<file path="src/csp_pkg.sv">
package csp_pkg;

    localparam int unsigned SENSOR_NUM  = 3;
    localparam int unsigned COUNT_W     = 12;
    localparam int unsigned PIN_W       = 4;
    localparam int unsigned DUTY_W      = 6;
    localparam int unsigned DBC_W       = 8;
    localparam int unsigned HIST_W      = 4;
    localparam int unsigned CNT32_W     = 32;
    localparam int unsigned CFG_ADDR_W  = 2;
    localparam int unsigned CFG_DATA_W  = 12;

    localparam logic [PIN_W-1:0]   PIN_FIRST = 4'd6;
    localparam logic [PIN_W-1:0]   PIN_LAST  = 4'd8;
    localparam logic [COUNT_W-1:0] COUNT_MAX = 12'hFFF;

    // slider math constants
    localparam logic signed [13:0] POS_OFS_LEFT  = 14'sd10;
    localparam logic signed [13:0] POS_OFS_MID   = 14'sd30;
    localparam logic signed [13:0] POS_OFS_RIGHT = 14'sd50;
    localparam logic signed [13:0] POS_MAX_S     = 14'sd60;
    localparam logic [DUTY_W-1:0]  POS_MID       = 6'd30;
    localparam logic [6:0]         DUTY_FULL     = 7'd60;
    localparam logic [6:0]         DUTY_DOUBLE   = 7'd120;

    // reset values of the config registers
    localparam logic [COUNT_W-1:0] THRESH_RST  = 12'd2048;
    localparam logic               DBC_EN_RST  = 1'b1;
    localparam logic [DBC_W-1:0]   DBC_LIM_RST = 8'd4;

    typedef enum logic [CFG_ADDR_W-1:0] {
        CFG_THRESHOLD = 2'd0,
        CFG_DBC_EN    = 2'd1,
        CFG_DBC_LIMIT = 2'd2,
        CFG_UNUSED    = 2'd3
    } t_cfg_addr;

    typedef logic [COUNT_W-1:0] t_count;
    typedef logic [DUTY_W-1:0]  t_duty;

    typedef struct packed {
        logic [COUNT_W-1:0] touch_level;
        logic               debounce_enable;
        logic [DBC_W-1:0]   debounce_limit;
    } t_cfg;

    typedef struct packed {
        logic               yes_touch;
        logic               no_touch;
        logic               timeout_flag;
        logic               overrun_flag;
        logic [PIN_W-1:0]   sensor_pin;
        logic [COUNT_W-1:0] sample_count;
    } t_in_item;

    typedef struct packed {
        logic               pwm_update;
        logic [DUTY_W-1:0]  duty_left;
        logic [DUTY_W-1:0]  duty_middle;
        logic [DUTY_W-1:0]  duty_right;
        logic [DUTY_W-1:0]  position;
        logic               position_valid;
        logic [CNT32_W-1:0] timeout_total;
        logic [CNT32_W-1:0] overrun_total;
    } t_out_item;

endpackage

</file>
<file path="src/cap_slider_position_to_led_duty_unit.sv">
// Path: an input beat passes the input register, then the result register;
//   the per-event logic sits between the two.
// Throughput: one beat per cycle while m_axis_tready stays high; a waiting result stalls it.
// Reset (i_rst_n low, synchronous): both stages empty, config back to
//   threshold 2048 / debounce on / limit 4, counters and duties zero,
//   latest samples all ones, history entry i holds i.
module cap_slider_position_to_led_duty_unit
    import csp_pkg::*;
#(
    parameter int unsigned HISTORY_DEPTH = 4
) (
    input  logic                  i_clk,
    input  logic                  i_rst_n,
    // config write port
    input  logic                  i_cfg_we,
    input  logic [CFG_ADDR_W-1:0] i_cfg_addr,
    input  logic [CFG_DATA_W-1:0] i_cfg_wdata,
    // input stream
    input  logic                  s_axis_tvalid,
    output logic                  s_axis_tready,
    input  logic [15:0]           s_axis_tdata,  // [3:0] sensor_pin, [15:4] sample_count
    input  logic [3:0]            s_axis_tuser,  // yes_touch, no_touch, timeout, overrun
    // result stream
    output logic                  m_axis_tvalid,
    input  logic                  m_axis_tready,
    output logic [87:0]           m_axis_tdata,  // duty_left, duty_middle, duty_right,
                                                 // position (6b each), timeout_total,
                                                 // overrun_total (32b each)
    output logic [1:0]            m_axis_tuser   // pwm_update, position_valid
);

    t_cfg      r_cfg;
    t_in_item  r_in;
    logic      r_in_vld;
    t_out_item r_out;
    logic      r_out_vld;
    t_out_item core_out;

    logic s_beat;
    logic advance;
    logic fire;

    // A stage moves whenever the result slot is empty or being drained.
    assign advance       = !r_out_vld || m_axis_tready;
    assign fire          = r_in_vld && advance;
    assign s_axis_tready = !r_in_vld || advance;
    assign s_beat        = s_axis_tvalid && s_axis_tready;

    // config registers; an index past the list is ignored
    always_ff @(posedge i_clk) begin
        if (!i_rst_n) begin
            r_cfg.touch_level     <= THRESH_RST;
            r_cfg.debounce_enable <= DBC_EN_RST;
            r_cfg.debounce_limit  <= DBC_LIM_RST;
        end else if (i_cfg_we) begin
            case (t_cfg_addr'(i_cfg_addr))
                CFG_THRESHOLD: r_cfg.touch_level     <= i_cfg_wdata[COUNT_W-1:0];
                CFG_DBC_EN:    r_cfg.debounce_enable <= i_cfg_wdata[0];
                CFG_DBC_LIMIT: r_cfg.debounce_limit  <= i_cfg_wdata[DBC_W-1:0];
                default: ;
            endcase
        end
    end

    // input register
    always_ff @(posedge i_clk) begin
        if (!i_rst_n) begin
            r_in_vld <= 1'b0;
        end else if (s_beat) begin
            r_in_vld <= 1'b1;
        end else if (fire) begin
            r_in_vld <= 1'b0;
        end
    end

    always_ff @(posedge i_clk) begin
        if (s_beat) begin
            r_in.yes_touch    <= s_axis_tuser[0];
            r_in.no_touch     <= s_axis_tuser[1];
            r_in.timeout_flag <= s_axis_tuser[2];
            r_in.overrun_flag <= s_axis_tuser[3];
            r_in.sensor_pin   <= s_axis_tdata[3:0];
            r_in.sample_count <= s_axis_tdata[15:4];
        end
    end

    // all per-event state lives in the core and updates on fire
    csp_core #(
        .HISTORY_DEPTH (HISTORY_DEPTH)
    ) u_core (
        .i_clk    (i_clk),
        .i_rst_n  (i_rst_n),
        .i_fire   (fire),
        .i_cfg    (r_cfg),
        .i_item   (r_in),
        .o_result (core_out)
    );

    // result register
    always_ff @(posedge i_clk) begin
        if (!i_rst_n) begin
            r_out_vld <= 1'b0;
        end else if (advance) begin
            r_out_vld <= r_in_vld;
        end
    end

    always_ff @(posedge i_clk) begin
        if (fire) begin
            r_out <= core_out;
        end
    end

    assign m_axis_tvalid = r_out_vld;
    assign m_axis_tdata  = {r_out.overrun_total, r_out.timeout_total, r_out.position,
                            r_out.duty_right, r_out.duty_middle, r_out.duty_left};
    assign m_axis_tuser  = {r_out.position_valid, r_out.pwm_update};

endmodule

</file>
<file path="src/csp_duty.sv">
module csp_duty
    import csp_pkg::*;
(
    input  t_count     i_cnt0,
    input  t_count     i_cnt1,
    input  t_count     i_cnt2,
    input  logic [1:0] i_big,
    output t_duty      o_pos,
    output t_duty      o_duty_left,
    output t_duty      o_duty_middle,
    output t_duty      o_duty_right
);

    logic signed [13:0] c0, c1, c2, raw;
    logic [DUTY_W-1:0]  pos;
    logic [6:0]         dbl;

    assign c0 = signed'({2'b00, i_cnt0});
    assign c1 = signed'({2'b00, i_cnt1});
    assign c2 = signed'({2'b00, i_cnt2});

    always_comb begin
        case (i_big)
            2'd0:    raw = POS_OFS_LEFT - (c0 - c1);
            2'd1:    raw = (c2 - c0) + POS_OFS_MID;
            default: raw = (c2 - c1) + POS_OFS_RIGHT;
        endcase
        if (raw < 14'sd0) begin
            pos = '0;
        end else if (raw > POS_MAX_S) begin
            pos = POS_MAX_S[DUTY_W-1:0];
        end else begin
            pos = raw[DUTY_W-1:0];
        end
    end

    assign dbl = {pos, 1'b0};

    always_comb begin
        if (pos <= POS_MID) begin
            o_duty_left   = DUTY_W'(DUTY_FULL - dbl);
            o_duty_middle = DUTY_W'(dbl);
            o_duty_right  = '0;
        end else begin
            o_duty_left   = '0;
            o_duty_middle = DUTY_W'(DUTY_DOUBLE - dbl);
            o_duty_right  = DUTY_W'(dbl - DUTY_FULL);
        end
    end

    assign o_pos = pos;

endmodule

</file>
<file path="src/csp_core.sv">
module csp_core
    import csp_pkg::*;
#(
    parameter int unsigned HISTORY_DEPTH = 4
) (
    input  logic      i_clk,
    input  logic      i_rst_n,
    input  logic      i_fire,
    input  t_cfg      i_cfg,
    input  t_in_item  i_item,
    output t_out_item o_result
);

    localparam int unsigned PTR_W = (HISTORY_DEPTH > 1) ? $clog2(HISTORY_DEPTH) : 1;
    localparam logic [PTR_W-1:0] PTR_LAST = PTR_W'(HISTORY_DEPTH - 1);

    t_count             r_latest [SENSOR_NUM];
    t_count             r_pcount [SENSOR_NUM];
    logic [1:0]         r_cur;
    logic [HIST_W-1:0]  r_hist [HISTORY_DEPTH];
    logic [PTR_W-1:0]   r_ptr;
    logic [DBC_W-1:0]   r_dbc;
    logic               r_dbc_done;
    logic               r_stable;
    logic [CNT32_W-1:0] r_tmo;
    logic [CNT32_W-1:0] r_ovr;
    t_duty              r_duty [SENSOR_NUM];

    t_count             n_latest [SENSOR_NUM];
    t_count             n_pcount [SENSOR_NUM];
    logic [1:0]         n_cur;
    logic [HIST_W-1:0]  n_hist [HISTORY_DEPTH];
    logic [PTR_W-1:0]   n_ptr;
    logic [DBC_W-1:0]   n_dbc;
    logic               n_dbc_done;
    logic               n_stable;
    logic [CNT32_W-1:0] n_tmo;
    logic [CNT32_W-1:0] n_ovr;
    t_duty              n_duty [SENSOR_NUM];

    t_count      upd_pcount [SENSOR_NUM];
    logic        pin_hit;
    logic [1:0]  big;
    logic        false_rel;
    logic        pending;
    logic [DBC_W-1:0] dbc_inc;
    logic        same;
    logic        update;
    logic        valid;
    t_duty       pos_calc, dl, dm, dr;
    t_duty       pos_out;

    assign pin_hit = (i_item.sensor_pin >= PIN_FIRST) && (i_item.sensor_pin <= PIN_LAST);
    assign n_cur   = pin_hit ? 2'(i_item.sensor_pin - PIN_FIRST) : r_cur;

    // counts with this touch written in; largest count, lowest index wins a tie
    always_comb begin
        upd_pcount        = r_pcount;
        upd_pcount[n_cur] = i_item.sample_count;
        big = 2'd0;
        if (upd_pcount[1] > upd_pcount[0]) begin
            big = 2'd1;
        end
        if (upd_pcount[2] > upd_pcount[big]) begin
            big = 2'd2;
        end
    end

    // position math runs on the already updated counts
    csp_duty u_duty (
        .i_cnt0        (upd_pcount[0]),
        .i_cnt1        (upd_pcount[1]),
        .i_cnt2        (upd_pcount[2]),
        .i_big         (big),
        .o_pos         (pos_calc),
        .o_duty_left   (dl),
        .o_duty_middle (dm),
        .o_duty_right  (dr)
    );

    always_comb begin
        for (int k = 0; k < SENSOR_NUM; k++) begin
            n_latest[k] = (pin_hit && (n_cur == 2'(k))) ? i_item.sample_count : r_latest[k];
        end

        false_rel = 1'b0;
        for (int k = 0; k < SENSOR_NUM; k++) begin
            if (n_latest[k] < i_cfg.touch_level) begin
                false_rel = 1'b1;
            end
        end
        false_rel = false_rel & i_item.no_touch;

        n_pcount   = r_pcount;
        n_hist     = r_hist;
        n_ptr      = r_ptr;
        n_dbc      = r_dbc;
        n_dbc_done = r_dbc_done;
        n_stable   = r_stable;
        n_tmo      = r_tmo;
        n_ovr      = r_ovr;
        n_duty     = r_duty;
        pending    = 1'b0;
        dbc_inc    = r_dbc + 1'b1;
        update     = 1'b0;
        valid      = 1'b0;
        pos_out    = '0;
        same       = 1'b1;

        if (i_item.yes_touch || i_item.no_touch) begin
            if (i_item.yes_touch || false_rel) begin
                if (i_cfg.debounce_enable && !r_dbc_done) begin
                    if (dbc_inc < i_cfg.debounce_limit) begin
                        pending = 1'b1;
                        n_dbc   = dbc_inc;
                    end else begin
                        n_dbc      = '0;
                        n_dbc_done = 1'b1;
                    end
                end
                if (!pending) begin
                    n_pcount[n_cur] = i_item.sample_count;
                    n_hist[r_ptr]   = {2'b00, big};
                    n_ptr           = (r_ptr == PTR_LAST) ? '0 : r_ptr + 1'b1;
                    for (int k = 0; k + 1 < HISTORY_DEPTH; k++) begin
                        if (n_hist[k] != n_hist[k+1]) begin
                            same = 1'b0;
                        end
                    end
                    n_stable = same;
                    update   = 1'b1;
                    if (same) begin
                        n_duty[0] = dl;
                        n_duty[1] = dm;
                        n_duty[2] = dr;
                        pos_out   = pos_calc;
                        valid     = 1'b1;
                    end else begin
                        for (int k = 0; k < SENSOR_NUM; k++) begin
                            n_duty[k] = '0;
                        end
                    end
                end
            end else begin
                // release: every sensor back at or above threshold
                n_dbc_done = 1'b0;
                n_dbc      = '0;
                for (int k = 0; k < HISTORY_DEPTH; k++) begin
                    n_hist[k] = HIST_W'(k);
                end
                n_stable = 1'b0;
                for (int k = 0; k < SENSOR_NUM; k++) begin
                    n_duty[k] = '0;
                end
                update = 1'b1;
            end
        end else if (i_item.timeout_flag) begin
            n_tmo = r_tmo + 1'b1;
        end else if (i_item.overrun_flag) begin
            n_ovr = r_ovr + 1'b1;
        end
    end

    always_comb begin
        o_result.pwm_update     = update;
        o_result.duty_left      = n_duty[0];
        o_result.duty_middle    = n_duty[1];
        o_result.duty_right     = n_duty[2];
        o_result.position       = pos_out;
        o_result.position_valid = valid;
        o_result.timeout_total  = n_tmo;
        o_result.overrun_total  = n_ovr;
    end

    always_ff @(posedge i_clk) begin
        if (!i_rst_n) begin
            for (int k = 0; k < SENSOR_NUM; k++) begin
                r_latest[k] <= COUNT_MAX;
                r_pcount[k] <= '0;
                r_duty[k]   <= '0;
            end
            for (int k = 0; k < HISTORY_DEPTH; k++) begin
                r_hist[k] <= HIST_W'(k);
            end
            r_cur      <= '0;
            r_ptr      <= '0;
            r_dbc      <= '0;
            r_dbc_done <= 1'b0;
            r_stable   <= 1'b0;
            r_tmo      <= '0;
            r_ovr      <= '0;
        end else if (i_fire) begin
            r_latest   <= n_latest;
            r_pcount   <= n_pcount;
            r_duty     <= n_duty;
            r_hist     <= n_hist;
            r_cur      <= n_cur;
            r_ptr      <= n_ptr;
            r_dbc      <= n_dbc;
            r_dbc_done <= n_dbc_done;
            r_stable   <= n_stable;
            r_tmo      <= n_tmo;
            r_ovr      <= n_ovr;
        end
    end

endmodule

</file>
<file path="config.mk">
export PLATFORM = sky130hd
export DESIGN_NAME = cap_slider_position_to_led_duty_unit
export DESIGN_NICKNAME = d
export VERILOG_FILES = /design/src/csp_pkg.sv /design/src/cap_slider_position_to_led_duty_unit.sv /design/src/csp_duty.sv /design/src/csp_core.sv
export SDC_FILE = /design/constraint.sdc
export NUM_CORES = 1
export LEC_CHECK = 0
export BUFFER_PORTS_ARGS = -buffer_cell sky130_fd_sc_hd__buf_2
export CAP_MARGIN = 20
export CORE_UTILIZATION = 40
export DETAILED_ROUTE_END_ITERATION = 12
export GPL_TIMING_DRIVEN = 0
export PLACE_DENSITY = 0.58
export SLEW_MARGIN = 20
export SYNTH_ARGS = -nofsm -noshare
export SYNTH_HDL_FRONTEND = slang
export SYNTH_SLANG_ARGS = --single-unit
</file>
<file path="constraint.sdc">
create_clock -name i_clk -period 10.3 [get_ports i_clk]
set_clock_uncertainty 0.05 [all_clocks]
set_input_delay 0.515 -clock i_clk [delete_from_list [all_inputs] [get_ports i_clk]]
set_output_delay 0.515 -clock i_clk [all_outputs]
set_load 0.005 [all_outputs]
</file>
Word-level counts from Yosys, hierarchy flattened
Cells that the tools add are included.
Widths: inputs -> output; s select.
{"block": "classes", "addsub": 14, "n_lt_le_gt_ge": 16, "n_eq_ne": 12, "n_mux": 57, "bitwise": 8, "reduce_logical": 29}
{"op": "$mux 32", "n": 5}
{"op": "$mux 12", "n": 6}
{"op": "$mux 18", "n": 4}
{"op": "$add 32x1->32 const B", "n": 2}
{"op": "$sub 12x12->13", "n": 3}
{"op": "$bwmux 36", "n": 1}
{"op": "$lt 12x12->1", "n": 3}
{"op": "$mux 16", "n": 2}
{"op": "$mux 6", "n": 5}
{"op": "$pmux 14 s2", "n": 1}
{"op": "$bmux 12 s2", "n": 1}
{"op": "$demux 12 s2", "n": 1}
{"op": "$gt 12x12->1", "n": 2}
{"op": "$mux 8", "n": 3}
{"op": "$mux 1", "n": 22}
{"op": "$bwmux 16", "n": 1}
{"op": "$add 13x6->14 const B", "n": 1}
{"op": "$add 13x7->14 const B", "n": 1}
{"op": "$gt 14x7->1 const B", "n": 1}
{"op": "$lt 14x1->1 const B", "n": 1}
{"op": "$sub 5x14->14 const A", "n": 1}
{"op": "$ne 4x4->1", "n": 3}
{"op": "$sub 6x6->6 const A", "n": 2}
{"op": "$ge 3x3->1 const B", "n": 3}
{"op": "29 further kinds", "n": 61}
{"block": "word_totals", "reg_bits": 316, "input_bits": 39, "out_inout_bits": 92}

Longest topological paths before layout
Gate-level depths: netlist of the first run.
{"block": "depth", "ltp_word": 29, "mapped_depth": 42}

Cells and area by module
Synthesis of the first run repeated with hierarchy kept, for this count alone.
{"block": "hier_totals", "hier_cells": 1997, "hier_area_um2": 18855.6}
{"mod": "csp_core", "n_inst": 1, "cells_each": 1318, "area_each_um2": 11240.8, "seq_area_each_um2": 3663.5}
{"mod": "cap_slider_position_to_led_duty_unit", "n_inst": 1, "cells_each": 206, "area_each_um2": 4246.6, "seq_area_each_um2": 3763.6}
{"mod": "csp_duty", "n_inst": 1, "cells_each": 473, "area_each_um2": 3368.2, "seq_area_each_um2": 0.0}

Least setup slack after synthesis of the first run
No wires, ideal clock.
{"block": "synth_path", "path_type": "register to register", "startpoint": "register r_in[12] (netlist bit)", "endpoint": "register r_out, in the netlist m_axis_tdata[8] (data pin)", "setup_time_ns": 0.261, "t_arrival_ns": 8.499, "slack_ns": 1.490, "stages_incl_launch_ff": 36, "period_less_slack_ns": 8.810, "cell_sequence": "edfxtp_1 or4b_1 buf_6 o2111a_2 buf_6 buf_6 clkbuf_1 mux2i_1 ha_1 inv_1 or3_1 o211ai_1 o32ai_2 nand2_1 o21ai_1 a21oi_2 clkbuf_1 nor2_1 a21oi_1 o21ai_0 ha_1 nand4_1 or3_1 a31oi_1 inv_1 mux2i_1 a2111oi_0 or4_4 nor3_2 buf_4 buf_6 nand2_1 ha_1 o41ai_1 o41ai_4 a221o_1"}
{"element": "start, declared", "line": "cap_slider_position_to_led_duty_unit.sv:33", "rtl": "t_in_item r_in;"}
{"element": "end signal, assigned", "line": "cap_slider_position_to_led_duty_unit.sv:110", "rtl": "r_out <= core_out;"}
{"element": "end, declared", "line": "cap_slider_position_to_led_duty_unit.sv:35", "rtl": "t_out_item r_out;"}

==> results of run 1 <==
==> cell families (layout without fill, tap and decap cells) <==
kind of cell	Yosys count	after routing
AOI/OAI and AO/OA	483	483
xor gates and xnor gates	160	160
adders and majority gates	101	101
buffers and inverters	191	393
DFF	316	316
muxes	69	69
other	0	1
and+or+nand+nor	879	879
==> per-layer routing <==
| metal | wire (um) | track usage |
|---|---|---|
| met4 | 2200 | 0.101 |
| met2 | 26200 | 0.368 |
| met3 | 3280 | 0.0388 |
| met5 | 0 | 0 |
| met1 | 26800 | 0.312 |
==> worst paths after layout <==
| path | from | end |
|---|---|---|
| setup reg to reg | r_in[13] | m_axis_tdata[3] |
| hold / removal | s_axis_tdata[4] | r_in[0] |
| hold reg to reg | u_core.r_duty[14] | u_core.r_duty[14] |
| setup / recovery | r_in[13] | m_axis_tdata[3] |
==> synth_stat cells, types with 33 or more instances <==
cell type,count,area (sq um)
mux2i_1,44,440
nand3_1,101,505
and3_1,33,206
and2_1,68,425
dfxtp_1,206,4120
a21boi_0,51,383
nor3_1,46,230
clkbuf_1,75,282
ha_1,93,1160
nand2_1,365,1370
o21ai_0,87,435
inv_1,80,300
nor2_1,101,379
edfxtp_1,110,3300
xnor2_1,97,850
a21oi_1,84,420
xor2_1,61,534
==> state kept, by name (all words and copies together) (netlist names), 8 cells and up <==
name and count:
u_core.r_ovr 32, u_core.r_hist 16, r_cfg 21, u_core.r_tmo 32, u_core.r_pcount 36, r_in 20, u_core.r_dbc 8, u_core.r_duty 18
m_axis_tdata 88, u_core.r_latest 36
==> power groups by stage <==
| stage | Combinational (W) | Sequential (W) | Clock [W] |
|---|---|---|---|
| detailed placement | 0.000843 | 0.00138 | 0 |
| finish | 0.000878 | 0.00135 | 0.00136 |
| global placement | 0.000834 | 0.00138 | 0 |
| floorplan | 0.000594 | 0.00137 | 0 |
| CTS | 0.000853 | 0.00135 | 0.00139 |
| global route | 0.000954 | 0.00135 | 0.00143 |
==> critical path, delay by kind of cell (launching register included) <==
kind	cells	cell delay, ps
and+or+nand+nor	12	2680
adders and majority gates	4	1230
muxes	1	400
AOI/OAI and AO/OA	13	2730
buffers and inverters	8	1810
DFF	1	470
==> cell type report <==
cell class	instances	area, sq um
antenna	1	2.50
buffer	108	484
clock buffer	54	1080
clock inverter	15	169
fill	4609	25600
inverter	82	308
multi-input combinational	1692	11200
sequential	316	7430
tap	615	769
timing repair buffer	134	703
==> what timing repair did <==
item | CTS | global route
pin swaps | 0 | 2
hold buffers | 0 | 0
setup buffers | 0 | 4
resized for setup | 8 | 20
endpoints found under the setup margin | 26 | 25
==> through the flow <==
step                cells  total power (W)
floorplan            2199          0.00197
global placement     2943          0.00221
detailed placement   2944          0.00222
CTS                  3012          0.00359
global route         3016          0.00374
finish               3017          0.00358
==> results.md, run 1 <==
- Run status: completed
- Finished Core Util: 0.465
- Via count: around 17000
- Setup slack, reg-to-reg: 640 ps
- WHS Path Cells: 1
- DRT antenna net count: 0
- Finished Cell Area: 22200 sq um
- Maximum buffer depth of the clock tree: 3
- CP max stage delay: approximately 600 ps
- Sink Count: between 300 and 400
- Num CTS Buffers: 38
- Slew @ Worst Pin: around 950 ps
- Final period util: 0.938
- Mean Syn Cell Area: between 8 and 9 sq um
- First-pass iteration count of the detailed router: 7
- Reg2reg path depth: 38
- Synth Area in Adders: 0.0654
- IO Port Bufs: roughly 130
- XOR/XNOR Fraction of Synth Area: 0.0735
- Net switching power: 0.00113 W
- Synth warnings: 0
- Comb pwr share: 0.245
- CP Max Fanout: 10
- CTS tree: yes
- Initial core utilization: 0.405
- DR WL/cell: between 15 and 20 um
- Largest net degree at the start of global routing: 54
- Clk root buf: clkbuf_16
- Pre-CTS WS: -1210 ps
- Share of layout cells above drive strength 1: 0.122
- Pwr/cell area: approximately 160 nW/um^2
- Clk_lat worst skew: between 500 and 600 ps
- Slowest CP cell: or4_4
- Vias per inst: ~5.6
- Mux cell area share after synthesis: 0.0379
- Final max-slew violation count: 0
- Starting DRC count in detailed routing: between 1000 and 1500
- Peak supply drop: approximately 0.12 mV
- Drc violations: 0
- Fin Hold WS: slightly above 80 ps
- Fmax: 104 MHz
- Number of global-route vias before repair: 16000
- GR Overflow Total: 0
- Switching share of total power: 0.316
- Most frequent cell on the critical path: buf_2
- Largest family of logic cells by synthesized area: simple AND/OR/NAND/NOR gates
- Crit path arrival time: 9910 ps
- Die X: roughly 220 um
- Clock-pin slew on the worst setup and hold paths: roughly 60 ps
- Total Routing Usage GR: 0.233
- Yosys reg bits: ~320
- Setup total negative slack: 0 ps
- Crit start category: flip-flop
- Die Y: approximately 220 um
- Primary FF master, synth: dfxtp_1
- CP required: about 11000 ps
- Most frequent cells in the layout: nand2_1 (364), dfxtp_1 (206), buf_2 (147), edfxtp_1 (110), nand3_1 (101)
- Sequential share of power: 0.377
- Syn nets: 2333
- Cells after synthesis: approximately 2200
- Max_slew headroom: 0.359
- H-tree depth: 2
- Initial antenna violation count: 1
- Async SR Flop Fraction: 0
- Area delta synth->final: 14.6%
- Yosys cell types: 98
- Fin nets: 2506
- Min cycle time layout: between 9000 and 10000 ps
- Commonest non-fill, non-tap cell in the layout: nand2_1
- Ports: roughly 130
- Gp weighted congestion: 0.960
- Pleak: between 9 and 10 nW
- Sequential fraction of the synthesis area: 0.384
- Number of synthesized flops with an enable pin: 110
- FP Rows: 80
- HPWL Detailed: between 40000 and 50000 um
- Crit Path Class: flip-flop to flip-flop
- Worst setup margin: between 600 and 700 ps
- Hold/Removal Path Class: input pin to flip-flop
- Synth Area in Compound Gates: 0.178
- Post-Synth Simple-Gate Area: 0.221
- Final WL: 58500 um
- Max Cap Viol: 0
- Global-route wire length before repair: between 90000 and 100000 um
- Die area: a little under 50000 sq um
- Clock share of power: 0.378
- RSZ-0062 raised after global routing: no
- Placed Area: around 21000 sq um
- Worst Setup End Kind: flip-flop
- # setup viols final: 0
- Hold Vio Cnt, Final: 0
- Core Footprint: ~48000 sq um
- Cell area after synthesis: 19300 sq um
- Internal cell power: between 0.002 and 0.0025 W
Power figures use the tool's default switching activity.
==> run 2: changes to the inputs <==
--- a/config.mk
+++ b/config.mk
@@ -16,2 +16,3 @@
 export SYNTH_HDL_FRONTEND = slang
+export SYNTH_HIERARCHICAL = 1
 export SYNTH_SLANG_ARGS = --single-unit
==> constraint.sdc (replaced) <==
create_clock -name i_clk -period 9.4 [get_ports i_clk]
set_clock_uncertainty 0.05 [all_clocks]
set_input_delay 2.82 -clock i_clk [delete_from_list [all_inputs] [get_ports i_clk]]
set_output_delay 2.82 -clock i_clk [all_outputs]
set_load 0.005 [all_outputs]
==> run 2 against run 1 <==
- maximum frequency grew 9.6%
- routed wire length shrank 19%
- sequential share of layout area grew 0.81 points
- hold slack gained 330 ps
- non-clock buffer count shrank 10
- utilization grew 0.067 points
- final cell count shrank 6.9%
- die area shrank 2.5%
- flip-flop and latch count is the same
==> results.md, run 2 <==
- Cell family with most CP delay: simple AND/OR/NAND/NOR gates
- Worst setup margin: 584 ps (-55.5 ps)
- Grt met2 use: 0.330 (-0.0385)
- First-pass iteration count of the detailed router: 5 (-2)
- Number of synthesized flops with an enable pin: 110 (unchanged)
- Async SR Flop Fraction: 0 (unchanged)
- Dominant cells by area after synthesis: dfxtp_1 (22%), edfxtp_1 (18%), ha_1 (7.6%)
- Ant. Diodes: 0 (-1)
- Crit Path Class: flip-flop to flip-flop
- Number of hold buffers added after CTS: 0 (unchanged)
- CP max stage delay: 530 ps (-70 ps)
- Hold Vio Cnt, Final: 0 (unchanged)
- H-tree depth: 2 (unchanged)
- Cell area after synthesis: 18900 sq um (-2.5%)
- Commonest cells post-synth: dfxtp_1 (206), nand2_1 (204), nor2_1 (147)
- Clock-pin slew on the worst setup and hold paths: 60 ps (about the same)
- Dominant cell type by area after synthesis: dfxtp_1
- Vias per inst: 5.33 (-5.4%)
- HPWL Detailed: 36100 um (-19%)
- Die Y: 219 um (-1.3%)
- Run status: completed
- Initial core utilization: 0.405 (about the same)
- Die X: 219 um (-1.3%)
- Yosys cell types: 104 (+6.1%)
- Number of global-route vias before repair: 14500 (-9.7%)
- Core Footprint: 46600 sq um (-2.5%)
- Peak supply drop: 0.193 mV (+68%)
- Final WL: 47500 um (-19%)
- Worst Setup End Kind: flip-flop
- Mean Syn Cell Area: 9.44 sq um (+7.3%)
- CP Max Fanout: 10 (unchanged)
- Min cycle time layout: 8820 ps (-844 ps)
- Max Cap Viol: 0 (unchanged)
- Commonest non-fill, non-tap cell in the layout: dfxtp_1
- CTS tree: yes
- Crit start category: flip-flop
- Max FFs per register: 88 (unchanged)
- # setup viols final: 0 (unchanged)
- Hold/Removal Path Class: flip-flop to flip-flop
- RSZ-0062 raised after global routing: no
- Sequential fraction of the synthesis area: 0.394 (+0.0100)
- Drc violations: 0 (unchanged)
- Die area: 48000 sq um (-2.5%)
- FP Rows: 79 (-1.3%)
- Crit path arrival time: 9050 ps (-860 ps)
- Global-route wire length before repair: 76500 um (-15%)
- Fmax: 113 MHz (+9.6%)
- Setup total negative slack: 0 ps (unchanged)
- Most common cell in the netlist: dfxtp_1
- Pre-CTS WS: -1230 ps (-16.0 ps)
- Synth warnings: 6 (+6)
- Fin nets: 2330 (-7.0%)
- Total Routing Usage GR: 0.200 (-0.0325)
- Primary FF master, synth: dfxtp_1
- Max_slew headroom: 0.252 (-0.107)
- Gp weighted congestion: 0.856 (-11%)
- Maximum buffer depth of the clock tree: 3 (unchanged)
- Grt met1 use: 0.271 (-0.0407)
- GR Overflow Total: 0 (unchanged)
- Pwr/cell area: 161 nW/um^2 (about the same)
- Slew @ Worst Pin: 1110 ps (+159 ps)
- Ports: 131 (unchanged)
- Final max-slew violation count: 0 (unchanged)
- Starting DRC count in detailed routing: 899 (-23%)
- Gr busiest metal: met2
- Share of layout cells above drive strength 1: 0.151 (+0.0287)
- Most frequent cells in the layout: dfxtp_1 (206), nand2_1 (203), nor2_1 (147), buf_2 (142), ha_1 (114)
- Via count: 15000 (-12%)
- Largest net degree at the start of global routing: 31 (-43%)
- Clk root buf: clkbuf_16
- Clk_lat worst skew: 550 ps (about the same)
- IO Port Bufs: 130 (+0.78%)
- Yosys reg bits: 316 (unchanged)
- Area delta synth->final: 14.9%
- Initial antenna violation count: 1 (unchanged)
- DRT antenna net count: 0 (unchanged)
- Final period util: 0.938 (about the same)
- Top cell type's share of synthesized area: 0.219 (+0.00557)
- Fin Hold WS: 408 ps (+328 ps)
- CP required: 9630 ps (-920 ps)
- Met3 Use GR: 0.0291 (-0.00972)
- Slowest CP cell: or3_1
- Num CTS Buffers: 36 (-5.3%)
- Cells after synthesis: 1997 (-9.2%)
- Crit path buffers/inverters: 8 (unchanged)
- DR WL/cell: 16.9 um (-13%)
- Pleak: 8.74 nW (-4.4%)
- Sink Count: 316 (unchanged)
## run 2: final cells by class
class                      instances  area (sq um)
timing repair buffer             138           776
inverter                          99           373
clock inverter                    17           153
buffer                            94           453
multi-input combinational       1489         10700
clock buffer                      49          1020
tap                              607           759
sequential                       316          7430
fill                            4485         24900
## run 2: worst register-to-register path: cells and delay by family, from the launching register on
kind            cells  cell delay [ps]
fa+ha+maj           3              840
simple gates       14             2780
compound gates     11             2410
buf+inv             8             1580
flops               1              350
mux                 2              530
## run 2: kinds of logic after synthesis
group,Yosys count,synth area share
other,1,0.000199
adders and majority gates,117,0.0788
buffers and inverters,194,0.0431
AOI/OAI and AO/OA,383,0.149
and+or+nand+nor,698,0.188
muxes,122,0.0678
xor gates and xnor gates,166,0.0787
DFF,316,0.394
## run 2: repair_timing
item | 4_1_cts | 5_1_grt
resized for setup | 11 | 16
pin swaps | 1 | 2
buffers inserted | 1 | 3
hold endpoints to repair | 0 | 0
endpoints found under the setup margin | 31 | 26
## run 2: metal layers
layer	wire length, um	vias to the layer above
met5	0	-
met3	2060	69
met2	21900	307
met1	22500	7117
met4	1050	0
li1	-	7466
## run 2: where the power goes
group          switching, W  total, W  internal, W
logic              0.000390  0.000638     0.000247
registers         0.0000201   0.00147      0.00145
clock network      0.000571   0.00139     0.000823
total              0.000981   0.00350      0.00252
## run 2: final timing paths
check            start               to  slack (ps)  cells past startpoint
max           r_in[14]  m_axis_tdata[8]         580                     38
max reg2reg   r_in[14]  m_axis_tdata[8]         580                     38
min          r_cfg[18]        r_cfg[18]         410                      2
min reg2reg  r_cfg[18]        r_cfg[18]         410                      2
## run 2: through the flow
stage	util	instance area [sq um]	std cells	power (W)
after global placement	0.435	20300	2736	0.00210
after CTS	0.464	21600	2806	0.00353
after global routing	0.465	21700	2809	0.00367
after detailed placement	0.438	20400	2740	0.00211
after floorplan	-	18900	1999	0.00194
final	0.465	21700	2809	0.00350
==> run 3: changes to the inputs <==
Clock period 9.4 ns to 10.84 ns, I/O delays scaled along.
==> run 3 against run 2 <==
- count of clock-buffer cells in the layout stayed put
- non-clock buffer count down 4
- clock power fell by 13%
- utilization shrank 0.19 points
- total power fell by 14%
- flip-flop and latch count unchanged
- critical endpoint unchanged
- sequential share of layout area rose by 0.14 points
- hold slack about the same
- sequential power is 14% lower
- die area unchanged
==> results.md, run 3 (synthesis gave the netlist of run 2 again) <==
- Pleak: 8.69 nW (-0.48%)
- Hold Vio Cnt, Final: 0 (unchanged)
- Clk_lat worst skew: 550 ps (about the same)
- Fmax: 98.9 MHz (-13%)
- Clock share of power: 0.400 (+0.002)
- Starting DRC count in detailed routing: 852 (-5.2%)
- Number of global-route vias before repair: 14500 (-0.0069%)
- Area delta synth->final: 14.4%
- CP max stage delay: 500 ps (-30 ps)
- Num CTS Buffers: 36 (unchanged)
- Comb pwr share: 0.180 (-0.002)
- Core Footprint: 46600 sq um (unchanged)
- Slew @ Worst Pin: 1070 ps (-32.8 ps)
- Net switching power: 0.000846 W (-14%)
- FP Rows: 79 (unchanged)
- Top layer reached by signal wires: met4
- Vias per inst: 5.33 (about the same)
- Hold/Removal Path Class: flip-flop to flip-flop
- Final max-slew violation count: 0 (unchanged)
- Critical hold path startpoint: r_cfg[18]
- Commonest non-fill, non-tap cell in the layout: dfxtp_1
- First-pass iteration count of the detailed router: 6 (+1)
- Critical R2R Launch: r_in[12]
- Run status: completed
- H-tree depth: 2 (unchanged)
- Sink Count: 316 (unchanged)
- DRT antenna net count: 0 (unchanged)
- Maximum buffer depth of the clock tree: 3 (unchanged)
- # setup viols final: 0 (unchanged)
- Total Routing Usage GR: 0.200 (unchanged)
- Crit path arrival time: 10340 ps (+1290 ps)
- Crit start category: flip-flop
- Initial antenna violation count: 1 (unchanged)
- IO Port Bufs: 130 (unchanged)
- Via count: 14900 (-0.067%)
- Final period util: 0.932 (-0.00548)
- Number of hold buffers added after CTS: 0 (unchanged)
- Clock-pin slew on the worst setup and hold paths: 60 ps (about the same)
- Share of layout cells above drive strength 1: 0.145 (-0.00610)
- HPWL Detailed: 36100 um (unchanged)
- Die Y: 219 um (unchanged)
- DR WL met3: 2100 um (+1.6%)
- Finished Core Util: 0.463 (-0.00194)
- Gp weighted congestion: 0.856 (unchanged)
- Max FFs per register: 88 (unchanged)
- Worst Setup End Kind: flip-flop
- M1 WL: 22400 um (-0.57%)
- GR Overflow Total: 0 (unchanged)
- Ports: 131 (unchanged)
- Peak supply drop: 0.167 mV (-13%)
- Pwr/cell area: 140 nW/um^2 (-13%)
- Crit Path Class: flip-flop to flip-flop
- Fin nets: 2326 (-0.17%)
- Ant. Diodes: 0 (unchanged)
- CTS tree: yes
- Switching share of total power: 0.280 (-0.000500)
- Internal cell power: 0.00218 W (-14%)
- Sequential share of power: 0.421 (+0.002)
- Placed Area: 20400 sq um (unchanged)
- Reg2reg path depth: 38 (unchanged)
- Worst R2R End: m_axis_tdata[8]
- Finished Cell Area: 21600 sq um (-0.42%)
- Setup slack, reg-to-reg: 730 ps (+150 ps)
- Largest net degree at the start of global routing: 31 (unchanged)
- Global-route wire length before repair: 76500 um (unchanged)
- Max_slew headroom: 0.274 (+0.0221)
- Final WL: 47500 um (-0.15%)
- Initial core utilization: 0.405 (unchanged)
- WHS Path Cells: 2 (unchanged)
- CP required: 11070 ps (+1440 ps)
- Met2 wire length: 22000 um (+0.11%)
- Most frequent cells in the layout: dfxtp_1 (206), nand2_1 (204), nor2_1 (147), buf_2 (143), ha_1 (114)
- DR WL/cell: 16.9 um (about the same)
- RSZ-0062 raised after global routing: no
- Min cycle time layout: 10110 ps (+1290 ps)
- Die X: 219 um (unchanged)
- Worst Hold End: r_cfg[18]
- Max Cap Viol: 0 (unchanged)
- Die area: 48000 sq um (unchanged)
- Filler cells: 4492 (+0.16%)
- Drc violations: 0 (unchanged)
- CP Max Fanout: 10 (unchanged)
- Slowest CP cell: nor4_4
- Clk root buf: clkbuf_16
## run 3: cell types whose count changed in the layout (fill, tap and decap cells not counted), moves of 2 or more
cell and delta:
buf_4 -7, clkbuf_1 +2, o21ai_0 +2, mux2i_1 +2
mux2i_2 -2
## run 3: power by group through the flow
| stage | Sequential (W) | Combinational (W) | Clock [W] |
|---|---|---|---|
| finish | 0.00127 | 0.000543 | 0.00121 |
| global route | 0.00127 | 0.000607 | 0.00129 |
| CTS | 0.00127 | 0.000541 | 0.00124 |
| detailed placement | 0.00130 | 0.000537 | 0 |
| global placement | 0.00130 | 0.000522 | 0 |
| floorplan | 0.00130 | 0.000390 | 0 |
## run 3: per-layer routing
metal | vias to the layer above | track usage
li1 | 7455 | -
met5 | - | 0
met4 | 0 | 0.0563
met1 | 7089 | 0.271
met2 | 338 | 0.330
met3 | 67 | 0.0291
## run 3: area by class of cell
cell class,count,area [sq um],share of cell area
multi-input cells,1489,10600,0.494
clock buffers,49,1020,0.0475
clock inverters,17,153,0.00708
inverters,99,373,0.0173
flip-flops and latches,316,7430,0.344
well taps,607,759,0.0352
plain buffers,94,440,0.0204
repair buffers,134,746,0.0346
## run 3: worst max-delay path, delay by kind of cell, from the launching register on
| family | cells | cell delay, ps |
|---|---|---|
| compound gates | 14 | 3610 |
| fa+ha+maj | 3 | 780 |
| buf+inv | 6 | 1510 |
| flops | 1 | 440 |
| mux | 2 | 630 |
| simple gates | 13 | 2770 |
## run 3: worst max-delay path by stage
stage,cells past startpoint,start,endpoint,slack [ps]
after floorplan,9,m_axis_tready,u_core/r_pcount[18],1260
after detailed placement,40,r_in[14],m_axis_tdata[8],210
after global placement,10,m_axis_tready,u_core/r_pcount[18],-2520
final,38,r_in[12],m_axis_tdata[8],730
after CTS,40,r_in[14],m_axis_tdata[8],100
after global routing,38,r_in[12],m_axis_tdata[8],20
## run 3: what timing repair did
item	4_1_cts	5_1_grt
endpoints found under the setup margin	0	26
resized for setup	0	5
setup buffers	0	0
## run 3: through the flow
step	hold WS [ps]	instances	total power [W]	setup slack, ps	setup TNS, ps
floorplan	376	1999	0.00169	1260	0
global placement	388	2736	0.00182	-2520	-250600
detailed placement	404	2740	0.00183	214	0
CTS	413	2806	0.00306	99.9	0
global route	431	2805	0.00317	21.9	0
finish	408	2805	0.00302	733	0
